--- config.mk ---
export PLATFORM = sky130hd
export DESIGN_NAME = pi_damper_anti_windup_tracker
export DESIGN_NICKNAME = d
export VERILOG_FILES = /design/src/piawt_pkg.sv /design/src/pi_damper_anti_windup_tracker.sv
export SDC_FILE = /design/constraint.sdc
export NUM_CORES = 2
export LEC_CHECK = 0
export BUFFER_PORTS_ARGS = -buffer_cell sky130_fd_sc_hd__buf_4
export CORE_MARGIN = 10
export CORE_UTILIZATION = 50
export CTS_CLUSTER_DIAMETER = 80
export DETAILED_ROUTE_END_ITERATION = 10
export GPL_TIMING_DRIVEN = 0
export PLACE_DENSITY = 0.69
export SLEW_MARGIN = 20
export SYNTH_ARGS = -nofsm -noshare
export SYNTH_HDL_FRONTEND = slang
export SYNTH_SLANG_ARGS = --single-unit
--- constraint.sdc ---
create_clock -name clk -period 9.05 [get_ports clk]
set_clock_uncertainty 0.15 [all_clocks]
set_input_delay 0.4525 -clock clk [delete_from_list [all_inputs] [get_ports clk]]
set_output_delay 0.4525 -clock clk [all_outputs]
set_load 0.02 [all_outputs]
--- src/piawt_pkg.sv ---
// Package for the PI tracker with rate damper and anti-windup.
// Holds register indexes, fixed field widths, reset values and the sequencer state type.
// No dependencies.
`default_nettype none

package piawt_pkg;

	// fixed widths of the configuration fields
	localparam int GAIN_W     = 18;
	localparam int TIME_W     = 16;
	localparam int LIMIT_W    = 24;
	localparam int CFG_IDX_W  = 3;
	localparam int CFG_DATA_W = 24;

	// product sum Q.26 to drive Q.12
	localparam int ROUND_SHIFT = 14;
	// asr applied to the integrator before its gain product
	localparam int INTEG_SHIFT = 16;

	// configuration register indexes
	typedef enum logic [CFG_IDX_W-1:0] {
		REG_GAIN_PROP     = 3'd0,
		REG_GAIN_INTEGRAL = 3'd1,
		REG_GAIN_DAMPER   = 3'd2,
		REG_STEP_TIME     = 3'd3,
		REG_DRIVE_UPPER   = 3'd4,
		REG_DRIVE_LOWER   = 3'd5,
		REG_WINDUP_SENSE  = 3'd6
	} cfg_reg_t;

	// register reset values
	localparam logic signed [GAIN_W-1:0]  GAIN_PROP_RST     = 18'sd8192;
	localparam logic signed [GAIN_W-1:0]  GAIN_INTEGRAL_RST = 18'sd2458;
	localparam logic signed [GAIN_W-1:0]  GAIN_DAMPER_RST   = 18'sd164;
	localparam logic        [TIME_W-1:0]  STEP_TIME_RST     = 16'd1311;
	localparam logic signed [LIMIT_W-1:0] DRIVE_UPPER_RST   = 24'sd2048;
	localparam logic signed [LIMIT_W-1:0] DRIVE_LOWER_RST   = -24'sd2048;

	// sequencer states; each ST_MUL state drives one step of the shared multiplier
	typedef enum logic [3:0] {
		ST_IDLE,
		ST_ERR,
		ST_MUL_DT,
		ST_INTEG,
		ST_MUL_P,
		ST_MUL_I,
		ST_MUL_D,
		ST_SUM,
		ST_CLAMP
	} seq_state_t;

endpackage

`default_nettype wire

--- src/pi_damper_anti_windup_tracker.sv ---
// Top level of the single-axis PI tracker with rate damper and anti-windup.
// Depends on piawt_pkg (register indexes, widths, reset values, state type).
`default_nettype none
//
// Usage
//   Input channel (in_valid/in_ready): one transfer carries reference, measured,
//   body_rate and clear for one control step. in_ready is high only while the
//   sequencer is idle; it drops for the whole of one step.
//   Output channel (out_valid/out_ready): one transfer per input step, carrying
//   drive, at_limit and integrating. The result sits in an output register, so the
//   next input is taken while an earlier result still waits.
//   Configuration channel (cfg_valid/cfg_ready, cfg_index, cfg_data): cfg_ready is
//   always high; write only while no step is in flight. Unknown indexes are dropped.
// Sequence
//   One step runs through eight sequencer states after its transfer. The next input
//   is taken only once the step has left the clamp state, which a stalled receiver
//   can hold. The sequence is shaped by the one shared 18 x N multiplier, used four
//   times per step (error times step time, then the proportional, integral and
//   damper products), each followed by an add or, for the damper, a subtract.
//   A clear step skips the arithmetic: it goes from the error to the clamp state.
// Reset
//   arst_n clears the integrator, sets the integration enable and loads the default
//   gains, step time and limits. If the receiver stalls, the finished step waits in
//   the clamp state until the output register is free; nothing is dropped.
//
module pi_damper_anti_windup_tracker
	import piawt_pkg::*;
#(
	parameter int SIGNAL_WIDTH   = 24,
	parameter int INTEGRAL_WIDTH = 40
) (
	input  wire                           clk,
	input  wire                           arst_n,
	// configuration writes
	input  wire                           cfg_valid,
	output logic                          cfg_ready,
	input  wire        [CFG_IDX_W-1:0]    cfg_index,
	input  wire        [CFG_DATA_W-1:0]   cfg_data,
	// input items
	input  wire                           in_valid,
	output logic                          in_ready,
	input  wire signed [SIGNAL_WIDTH-1:0] reference,
	input  wire signed [SIGNAL_WIDTH-1:0] measured,
	input  wire signed [SIGNAL_WIDTH-1:0] body_rate,
	input  wire                           clear,
	// result items
	output logic                          out_valid,
	input  wire                           out_ready,
	output logic signed [SIGNAL_WIDTH-1:0] drive,
	output logic                          at_limit,
	output logic                          integrating
);

	// multiplier B operand: wide enough for error, rate and the shifted integrator
	localparam int IQ_W  = INTEGRAL_WIDTH - INTEG_SHIFT;
	localparam int BW    = (SIGNAL_WIDTH > IQ_W) ? SIGNAL_WIDTH : IQ_W;
	localparam int PW    = GAIN_W + BW;
	// three products summed with two guard bits
	localparam int SUM_W = PW + 2;
	// integrator add width
	localparam int AW    = ((INTEGRAL_WIDTH > PW) ? INTEGRAL_WIDTH : PW) + 1;

	localparam logic signed [AW-1:0] I_MAX =
		{{(AW-INTEGRAL_WIDTH+1){1'b0}}, {(INTEGRAL_WIDTH-1){1'b1}}};
	localparam logic signed [AW-1:0] I_MIN = ~I_MAX;
	localparam logic signed [SUM_W-1:0] D_MAX =
		{{(SUM_W-SIGNAL_WIDTH+1){1'b0}}, {(SIGNAL_WIDTH-1){1'b1}}};
	localparam logic signed [SUM_W-1:0] D_MIN = ~D_MAX;
	localparam logic signed [SUM_W-1:0] RND_BIAS = SUM_W'(1) <<< (ROUND_SHIFT - 1);

	// configuration registers
	logic signed [GAIN_W-1:0]  gain_prop_q;
	logic signed [GAIN_W-1:0]  gain_integral_q;
	logic signed [GAIN_W-1:0]  gain_damper_q;
	logic        [TIME_W-1:0]  step_time_q;
	logic signed [LIMIT_W-1:0] drive_upper_q;
	logic signed [LIMIT_W-1:0] drive_lower_q;
	logic                      windup_sense_q;

	// controller state
	logic signed [INTEGRAL_WIDTH-1:0] integ_q;
	logic                             enable_q;

	// step operands and working registers
	logic signed [SIGNAL_WIDTH-1:0] ref_q;
	logic signed [SIGNAL_WIDTH-1:0] meas_q;
	logic signed [SIGNAL_WIDTH-1:0] rate_q;
	logic                           clear_q;
	logic signed [SIGNAL_WIDTH-1:0] err_q;
	logic signed [PW-1:0]           prod_q;
	logic signed [SUM_W-1:0]        acc_q;

	// output register
	logic                           out_valid_q;
	logic signed [SIGNAL_WIDTH-1:0] drive_q;
	logic                           at_limit_q;
	logic                           integrating_q;

	seq_state_t state_q;
	seq_state_t state_d;

	// shared multiplier operands
	logic signed [GAIN_W-1:0] mul_a;
	logic signed [BW-1:0]     mul_b;

	logic in_xfer;
	logic out_free;

	// combinational datapath pieces
	logic signed [SIGNAL_WIDTH:0]   diff;
	logic signed [SIGNAL_WIDTH-1:0] err_sat;
	logic signed [AW-1:0]           integ_sum;
	logic signed [INTEGRAL_WIDTH-1:0] integ_sat;
	logic signed [SUM_W-1:0]        rnd_sum;
	logic signed [SUM_W-1:0]        drv_full;
	logic signed [SUM_W-1:0]        upper_ext;
	logic signed [SUM_W-1:0]        lower_ext;
	logic signed [SUM_W-1:0]        clamp_v;
	logic signed [SIGNAL_WIDTH-1:0] drive_sat;
	logic                           hit_upper;
	logic                           hit_lower;
	logic                           push;
	logic                           next_enable;

	assign cfg_ready   = 1'b1;
	assign in_xfer     = in_valid && in_ready;
	assign out_free    = !out_valid_q || out_ready;

	assign out_valid   = out_valid_q;
	assign drive       = drive_q;
	assign at_limit    = at_limit_q;
	assign integrating = integrating_q;

	// ---------------------------------------------------------------
	// Configuration writes
	// ---------------------------------------------------------------
	always_ff @(posedge clk or negedge arst_n) begin
		if (!arst_n) begin
			gain_prop_q     <= GAIN_PROP_RST;
			gain_integral_q <= GAIN_INTEGRAL_RST;
			gain_damper_q   <= GAIN_DAMPER_RST;
			step_time_q     <= STEP_TIME_RST;
			drive_upper_q   <= DRIVE_UPPER_RST;
			drive_lower_q   <= DRIVE_LOWER_RST;
			windup_sense_q  <= 1'b0;
		end else if (cfg_valid && cfg_ready) begin
			unique case (cfg_index)
				REG_GAIN_PROP:     gain_prop_q     <= cfg_data[GAIN_W-1:0];
				REG_GAIN_INTEGRAL: gain_integral_q <= cfg_data[GAIN_W-1:0];
				REG_GAIN_DAMPER:   gain_damper_q   <= cfg_data[GAIN_W-1:0];
				REG_STEP_TIME:     step_time_q     <= cfg_data[TIME_W-1:0];
				REG_DRIVE_UPPER:   drive_upper_q   <= cfg_data[LIMIT_W-1:0];
				REG_DRIVE_LOWER:   drive_lower_q   <= cfg_data[LIMIT_W-1:0];
				REG_WINDUP_SENSE:  windup_sense_q  <= cfg_data[0];
				default: ;
			endcase
		end
	end

	// ---------------------------------------------------------------
	// Sequencer: next state
	// ---------------------------------------------------------------
	always_comb begin
		state_d = state_q;
		unique case (state_q)
			ST_IDLE:   if (in_xfer) state_d = ST_ERR;
			// a clear step goes straight to the output stage
			ST_ERR:    state_d = clear_q ? ST_CLAMP : ST_MUL_DT;
			ST_MUL_DT: state_d = ST_INTEG;
			ST_INTEG:  state_d = ST_MUL_P;
			ST_MUL_P:  state_d = ST_MUL_I;
			ST_MUL_I:  state_d = ST_MUL_D;
			ST_MUL_D:  state_d = ST_SUM;
			ST_SUM:    state_d = ST_CLAMP;
			// hold until the output register is free
			ST_CLAMP:  if (out_free) state_d = ST_IDLE;
			default:   state_d = ST_IDLE;
		endcase
	end

	// ---------------------------------------------------------------
	// Sequencer: outputs (handshake and multiplier operand select)
	// ---------------------------------------------------------------
	always_comb begin
		in_ready = 1'b0;
		mul_a    = gain_prop_q;
		mul_b    = BW'(err_q);
		unique case (state_q)
			ST_IDLE: in_ready = 1'b1;
			ST_MUL_DT: begin
				// step time is unsigned: zero extend into the signed operand
				mul_a = $signed({{(GAIN_W-TIME_W){1'b0}}, step_time_q});
				mul_b = BW'(err_q);
			end
			ST_MUL_P: begin
				mul_a = gain_prop_q;
				mul_b = BW'(err_q);
			end
			ST_MUL_I: begin
				mul_a = gain_integral_q;
				mul_b = BW'($signed(integ_q[INTEGRAL_WIDTH-1:INTEG_SHIFT]));
			end
			ST_MUL_D: begin
				mul_a = gain_damper_q;
				mul_b = BW'(rate_q);
			end
			default: ;
		endcase
	end

	always_ff @(posedge clk or negedge arst_n) begin
		if (!arst_n) begin
			state_q <= ST_IDLE;
		end else begin
			state_q <= state_d;
		end
	end

	// ---------------------------------------------------------------
	// Datapath arithmetic
	// ---------------------------------------------------------------
	always_comb begin
		// error, saturated to the signal width
		diff = {ref_q[SIGNAL_WIDTH-1], ref_q} - {meas_q[SIGNAL_WIDTH-1], meas_q};
		if (diff[SIGNAL_WIDTH] != diff[SIGNAL_WIDTH-1]) begin
			err_sat = {diff[SIGNAL_WIDTH], {(SIGNAL_WIDTH-1){~diff[SIGNAL_WIDTH]}}};
		end else begin
			err_sat = diff[SIGNAL_WIDTH-1:0];
		end

		// integrator plus error times step time, saturated
		integ_sum = AW'(integ_q) + AW'(prod_q);
		if (integ_sum > I_MAX) begin
			integ_sat = I_MAX[INTEGRAL_WIDTH-1:0];
		end else if (integ_sum < I_MIN) begin
			integ_sat = I_MIN[INTEGRAL_WIDTH-1:0];
		end else begin
			integ_sat = integ_sum[INTEGRAL_WIDTH-1:0];
		end

		// round half up from Q.26 to Q.12
		rnd_sum  = acc_q + RND_BIAS;
		drv_full = rnd_sum >>> ROUND_SHIFT;

		// clamp: upper test first and wins
		upper_ext = SUM_W'(drive_upper_q);
		lower_ext = SUM_W'(drive_lower_q);
		hit_upper = (drv_full >= upper_ext);
		hit_lower = !hit_upper && (drv_full <= lower_ext);
		if (hit_upper) begin
			clamp_v = upper_ext;
		end else if (hit_lower) begin
			clamp_v = lower_ext;
		end else begin
			clamp_v = drv_full;
		end

		// limits may lie outside the signal range
		if (clamp_v > D_MAX) begin
			drive_sat = D_MAX[SIGNAL_WIDTH-1:0];
		end else if (clamp_v < D_MIN) begin
			drive_sat = D_MIN[SIGNAL_WIDTH-1:0];
		end else begin
			drive_sat = clamp_v[SIGNAL_WIDTH-1:0];
		end

		// stop integrating when the error drives further into the active limit;
		// a zero error never counts as pushing
		push = 1'b0;
		if (hit_upper) begin
			push = windup_sense_q ? err_q[SIGNAL_WIDTH-1]
			                      : (!err_q[SIGNAL_WIDTH-1] && (err_q != '0));
		end else if (hit_lower) begin
			push = windup_sense_q ? (!err_q[SIGNAL_WIDTH-1] && (err_q != '0))
			                      : err_q[SIGNAL_WIDTH-1];
		end
		next_enable = clear_q || !push;
	end

	// ---------------------------------------------------------------
	// Step operands and working registers (payload, no reset)
	// ---------------------------------------------------------------
	always_ff @(posedge clk) begin
		// shared multiplier, registered every cycle
		prod_q <= mul_a * mul_b;

		if (in_xfer) begin
			ref_q   <= reference;
			meas_q  <= measured;
			rate_q  <= body_rate;
			clear_q <= clear;
		end

		case (state_q)
			ST_ERR:   err_q <= err_sat;
			// proportional product lands here; start the sum
			ST_MUL_I: acc_q <= SUM_W'(prod_q);
			// add the integral term
			ST_MUL_D: acc_q <= acc_q + SUM_W'(prod_q);
			// subtract the damper term
			ST_SUM:   acc_q <= acc_q - SUM_W'(prod_q);
			default: ;
		endcase

		if (state_q == ST_CLAMP && out_free) begin
			if (clear_q) begin
				drive_q       <= '0;
				at_limit_q    <= 1'b0;
				integrating_q <= 1'b1;
			end else begin
				drive_q       <= drive_sat;
				at_limit_q    <= hit_upper || hit_lower;
				integrating_q <= next_enable;
			end
		end
	end

	// ---------------------------------------------------------------
	// Controller state and output valid
	// ---------------------------------------------------------------
	always_ff @(posedge clk or negedge arst_n) begin
		if (!arst_n) begin
			integ_q     <= '0;
			enable_q    <= 1'b1;
			out_valid_q <= 1'b0;
		end else begin
			if (state_q == ST_ERR && clear_q) begin
				integ_q <= '0;
			end else if (state_q == ST_INTEG && enable_q) begin
				integ_q <= integ_sat;
			end

			if (state_q == ST_CLAMP && out_free) begin
				enable_q    <= next_enable;
				out_valid_q <= 1'b1;
			end else if (out_ready) begin
				// drop the valid once the result transfers
				out_valid_q <= 1'b0;
			end
		end
	end

endmodule

`default_nettype wire

Word-level counts from Yosys, hierarchy flattened. Cells that the tools add are included.

Flip-flop bits (word level): 374. Latch bits: 0. RAM bits: 0. Bits in read-only memories: 0. Bits of input ports: 105. Memories: 0.

Add/subtract/negate cells: 5. Multipliers: 1. Divide/modulo/power cells: 0. Magnitude comparators: 6. Equal/unequal tests: 17. Shift-type cells: 0. Muxes and demuxes: 23. Bitwise operators: 1. Reductions and logical operators: 28.

Operators with widths (number): $mux 40 (4); $pmux 44 s3 (1); $mux 44 (2); $pmux 18 s3 (1); $mux 24 (2); $pmux 24 s2 (1); $add 44x15->44 const B (1); $add 44x42->44 (1); $gt 44x24->1 const B (1); $lt 44x24->1 const B (1); $sub 44x42->44 (1); $add 40x42->43 (1); $gt 43x40->1 const B (1); $lt 43x40->1 const B (1); $mul 18x24->42 (1); $pmux 4 s9 (1); $ge 30x24->1 (1); $le 30x24->1 (1); $sub 24x24->25 (1); $reduce_bool 24->1 (1); $mux 23 (1); $eq 4x3->1 const B (4); $reduce_and 2->1 (8); $mux 4 (3); 18 further kinds (40).

Depth between registers and ports, before layout.
Depth after elaboration: 9. Depth in mapped cells: 33. Gate-level depth less buffers: 31.

Least setup slack after synthesis. No wires, ideal clock.

Path kind: register to register. Start: register state_q[3]. End: register prod_q[41]. Library setup time: 0.079 ns. Data arrival time: 9.024 ns. Required time: 8.821 ns. Slack: -0.202 ns. Cell stages (with the launch flop): 29. Period minus slack after synthesis: 9.252 ns. Path through: dfrtp_1 clkbuf_1 nand2b_1 clkbuf_1 nor2_1 clkbuf_1 o22ai_1 a21oi_1 nand2_1 fa_1 inv_1 fa_1 fa_1 fa_1 fa_1 inv_1 fa_1 inv_1 ha_1 and4_1 and2_1 a221o_1 nor4_1 a21oi_1 a211oi_1 o31a_1 o211ai_1 a2111o_1 o211ai_1.

Word-level cells in the longest chain between the ends: 3. Elaborated cells between the ends (all ways): 6.

Ends and longest elaborated chain: from (decl) (line pi_damper_anti_windup_tracker.sv:99) `seq_state_t state_q;`; from (signal assigned) (line pi_damper_anti_windup_tracker.sv:215) `state_q <= state_d;`; $eq 4x3->1 / $eq 4x2->1 (equally long branches) (line pi_damper_anti_windup_tracker.sv:188) `unique case (state_q)`; $pmux 18 s3 / $pmux 24 s2 (equally long branches) (line pi_damper_anti_windup_tracker.sv:188); $mul 18x24->42 (*) (line pi_damper_anti_windup_tracker.sv:285) `prod_q <= mul_a * mul_b;`; to (signal assigned) (line pi_damper_anti_windup_tracker.sv:285); to (decl) (line pi_damper_anti_windup_tracker.sv:90) `logic signed [PW-1:0] prod_q;`.

Every way passes the cells marked *; elsewhere a longest branch is shown, timed or not. A chain may end at the register's enable or synchronous reset.

Final worst setup path.
Start: register state_q[1]. End: register prod_q[41].

The elaborated chain is that of the path after synthesis.

==> metrics.md <==
| Metric | Value |
|---|---|
| Outcome | finished clean |
| Worst rel slew slack | 25.95% |
| Post-synthesis cell count | 4060 |
| Worst slew pin tran | 1.101 ns |
| Fill count | 6521 |
| WP data arrival | 9.25 ns |
| Final worst-path cycle share | 99.10% |
| Final nets | 5175 |
| First-pass GRT wire length | 183.1 mm |
| Residual DRC count | 0 |
| Finished Layout Cells | 5380 |
| Yosys reg bits | 374 |
| Cell mode on critical path | fa_1 |
| Total CTS buffers | 45 |
| Reg area | 0.01003 mm2 |
| CTS tree | built |
| Initial core utilization | 50.42% |
| Post-Syn Area | 0.03823 mm2 |
| RSZ-0062 raised after global routing | yes |
| Via count | 31480 |
| Number of synthesized flops with an enable pin | 167 |
| Gr ovfl total | 0 |
| WHS Path Cells | 3 |
| Slowest cell delay on critical path | 0.67 ns |
| Total Routing Usage GR | 27.04% |
| Hold path startpoint | cfg_data[12] |
| CTS H-tree depth | 2 |
| Capturing point of the worst reg2reg path | prod_q[41] |
| Worst Hold Path EP | drive_upper_q[12] |
| Startpoint types | flip-flop |
| Clock tree root buffer cell | clkbuf_16 |
| Routability congestion estimate | 0.9794 |
| Fin. max-slew vios | 0 |
| Port Buf Inserts | 130 |
| Skew-Pair Late Insertion Delay | 0.61 ns |
| Crit Path Category | flip-flop to flip-flop |
| Final hold violations | 0 |
| Vias in the first global route | 31630 |
| Post-route antenna net violation count | 0 |
| Crit end category | flip-flop |
| Placed Cells | 5176 |
| Drt pass-1 iters | 7 |
| Die area | 0.08792 mm2 |
| Avg Cell Area, Syn | 9.416 um2 |
| Distinct cells, synth | 89 |
| Achievable Freq | 111.5 MHz |
| Max Fanout on Critical Path | 10 |
| Layout cells sized above 1 | 12.86% |
| Clock transition at path regs | 0.06 ns |
| Area growth, synth to finish | 14.74% |
| Total negative setup slack | 0 ns |
| Final wirelength | 118.7 mm |
| Antenna diode count | 0 |
| Reg-to-reg startpoint | state_q[1] |
| Tightest Hold Check Type | primary input to flip-flop |
| Hold Slack | 0.02733 ns |
| Register area share after synthesis | 26.22% |
| CP required | 9.33 ns |
| Top-level I/O count | 134 |
| Critical path's slowest cell | a21oi_2 |
| Reg2reg setup slack | 0.08 ns |
| R2R cell count | 28 |
| Die X | 296.5 um |
| Largest net degree at the start of global routing | 94 |
| CTS Buffer Depth | 3 |
| Area occupied by multi-input gates | 0.02581 mm2 |
| Antenna violations before repair | 2 |
| Drt initial violations | 3100 |
| Post-synth ARST share | 44.12% |
| Avg WL per Cell | 22.07 um |
| Shortest period the worst path allows | 8.969 ns |
| Row count | 101 |
| Post-Syn Nets | 4869 |
| Synth Flop Type | edfxtp_1 |
| Setup violators final | 0 |
| Core footprint | 0.07582 mm2 |
| Max_cap viols | 0 |
| CTS Sinks | 374 |
| DP HPWL | 93.02 mm |
| Vias/cell | 5.852 |
| Synth warn | 0 |
| Die Height | 296.5 um |
## synthesized netlist by cell type, types with 6 or more instances
cell type	instances	area share [%]
a211oi_1	23	0.45
a21o_1	101	2.0
a21oi_1	240	3.1
a221o_1	43	1.1
a222oi_1	8	0.21
a31o_2	6	0.14
a31oi_1	39	0.64
and2_1	14	0.23
and3_1	26	0.43
and4_1	22	0.50
buf_2	7	0.092
clkbuf_1	136	1.3
dfrtp_1	133	8.7
dfstp_2	32	2.2
dfxtp_1	42	2.2
edfxtp_1	167	13
fa_1	428	22
ha_1	276	9.0
inv_1	594	5.8
mux2_2	99	2.9
nand2_1	422	4.1
nand2b_1	48	0.79
nand3_1	50	0.65
nand4_1	47	0.77
nor2_1	322	3.2
nor2b_1	17	0.28
nor3_1	52	0.68
nor4_1	18	0.29
o211ai_1	15	0.29
o21a_1	24	0.47
o21ai_0	148	1.9
o21bai_1	18	0.35
o22ai_1	44	0.72
o31ai_1	17	0.33
or2_2	19	0.31
or3_1	34	0.56
or4_1	10	0.20
xnor2_1	124	2.8
xor2_1	81	1.9
## per-layer routing
metal	track usage, %	share of wire, %
met4	13.18	5.6
met2	43.06	45
met3	4.849	9.3
met5	0	0.015
met1	35.33	40
## cells by family (layout without fill, tap and decap cells)
kind of cell / after synthesis / in the layout / synth area share, %
buffers and inverters: 748 / 1089 / 7.436
AOI/OAI and AO/OA: 791 / 791 / 13.35
and+or+nand+nor: 1131 / 1132 / 13.73
DFF: 374 / 374 / 26.22
adders and majority gates: 708 / 708 / 31.55
muxes: 101 / 101 / 2.969
other: 1 / 1 / 0.009809
xor gates and xnor gates: 206 / 206 / 4.739
## sequential cells by signal, summed over array words and instances, names as in the netlist
register         cells
rate_q              24
gain_integral_q     18
prod_q              42
drive_upper_q       24
state_q              4
gain_damper_q       18
acc_q               44
out_valid            1
meas_q              24
step_time_q         16
integ_q             40
clear_q              1
ref_q               24
at_limit             1
drive               24
enable_q             1
drive_lower_q       24
gain_prop_q         18
err_q               24
windup_sense_q       1
integrating          1
## through the flow
stage	utilization [%]	setup slack [ns]	instance area, um2
after detailed placement	53.57	-1.928	40620
after CTS	57.54	0.003299	43630
final	57.85	0.08106	43860
after global routing	57.85	-0.1009	43860
after floorplan	-	0.5895	38230
after global placement	53.32	-2.411	40430
## what timing repair did
action / in CTS / in global routing
endpoints found under the setup margin: 23 / 5
endpoints found under the hold margin: 216 / 0
cloned: 1 / 1
hold buffers: 98 / 0
pin swaps: 17 / 9
resized for setup: 139 / 53
setup buffers: 19 / 15
## worst max-delay path: cells and delay by family (launching register included)
family	cells	cell delay [ns]
AOI/OAI and AO/OA	11	3.07
adders and majority gates	7	3.46
buffers and inverters	6	0.88
and+or+nand+nor	4	0.86
DFF	1	0.35
## placed cells by master (no fill, tap or decap), types with 47 or more instances in the layout
| cell type | count |
|---|---|
| nand4_1 | 47 |
| a21o_1 | 87 |
| edfxtp_1 | 167 |
| clkbuf_1 | 78 |
| a21oi_1 | 219 |
| dfrtp_1 | 131 |
| nand3_1 | 50 |
| inv_1 | 593 |
| ha_1 | 274 |
| nor2_1 | 317 |
| o21ai_0 | 148 |
| nor3_1 | 50 |
| dlygate4sd3_1 | 98 |
| fa_1 | 428 |
| nand2_1 | 418 |
| mux2_2 | 99 |
| buf_4 | 175 |
| xnor2_1 | 124 |
| clkbuf_16 | 48 |
| xor2_1 | 81 |
## how the worst max path moves through the flow
stage,from,end,slack (ns),cells after the start
global placement,state_q[3],prod_q[41],-2.41,30
floorplan,state_q[3],prod_q[41],0.59,28
global route,state_q[1],prod_q[41],-0.10,29
CTS,state_q[0],prod_q[41],0.003,30
detailed placement,state_q[0],prod_q[41],-1.93,29
finish,state_q[1],prod_q[41],0.08,28
## cell type report
class,instances,share of cell area [%]
Sequential cell,374,22.86
Inverter,595,5.094
Tap cell,978,2.790
Clock buffer,63,3.032
Clock inverter,20,0.3765
Timing Repair Buffer,271,5.374
Multi-Input combinational cell,2939,58.84
Buffer,140,1.634
Power is left out: the tool's default activity adds up to more than one toggle a clock period on the data nets, which glitch-free logic cannot reach.
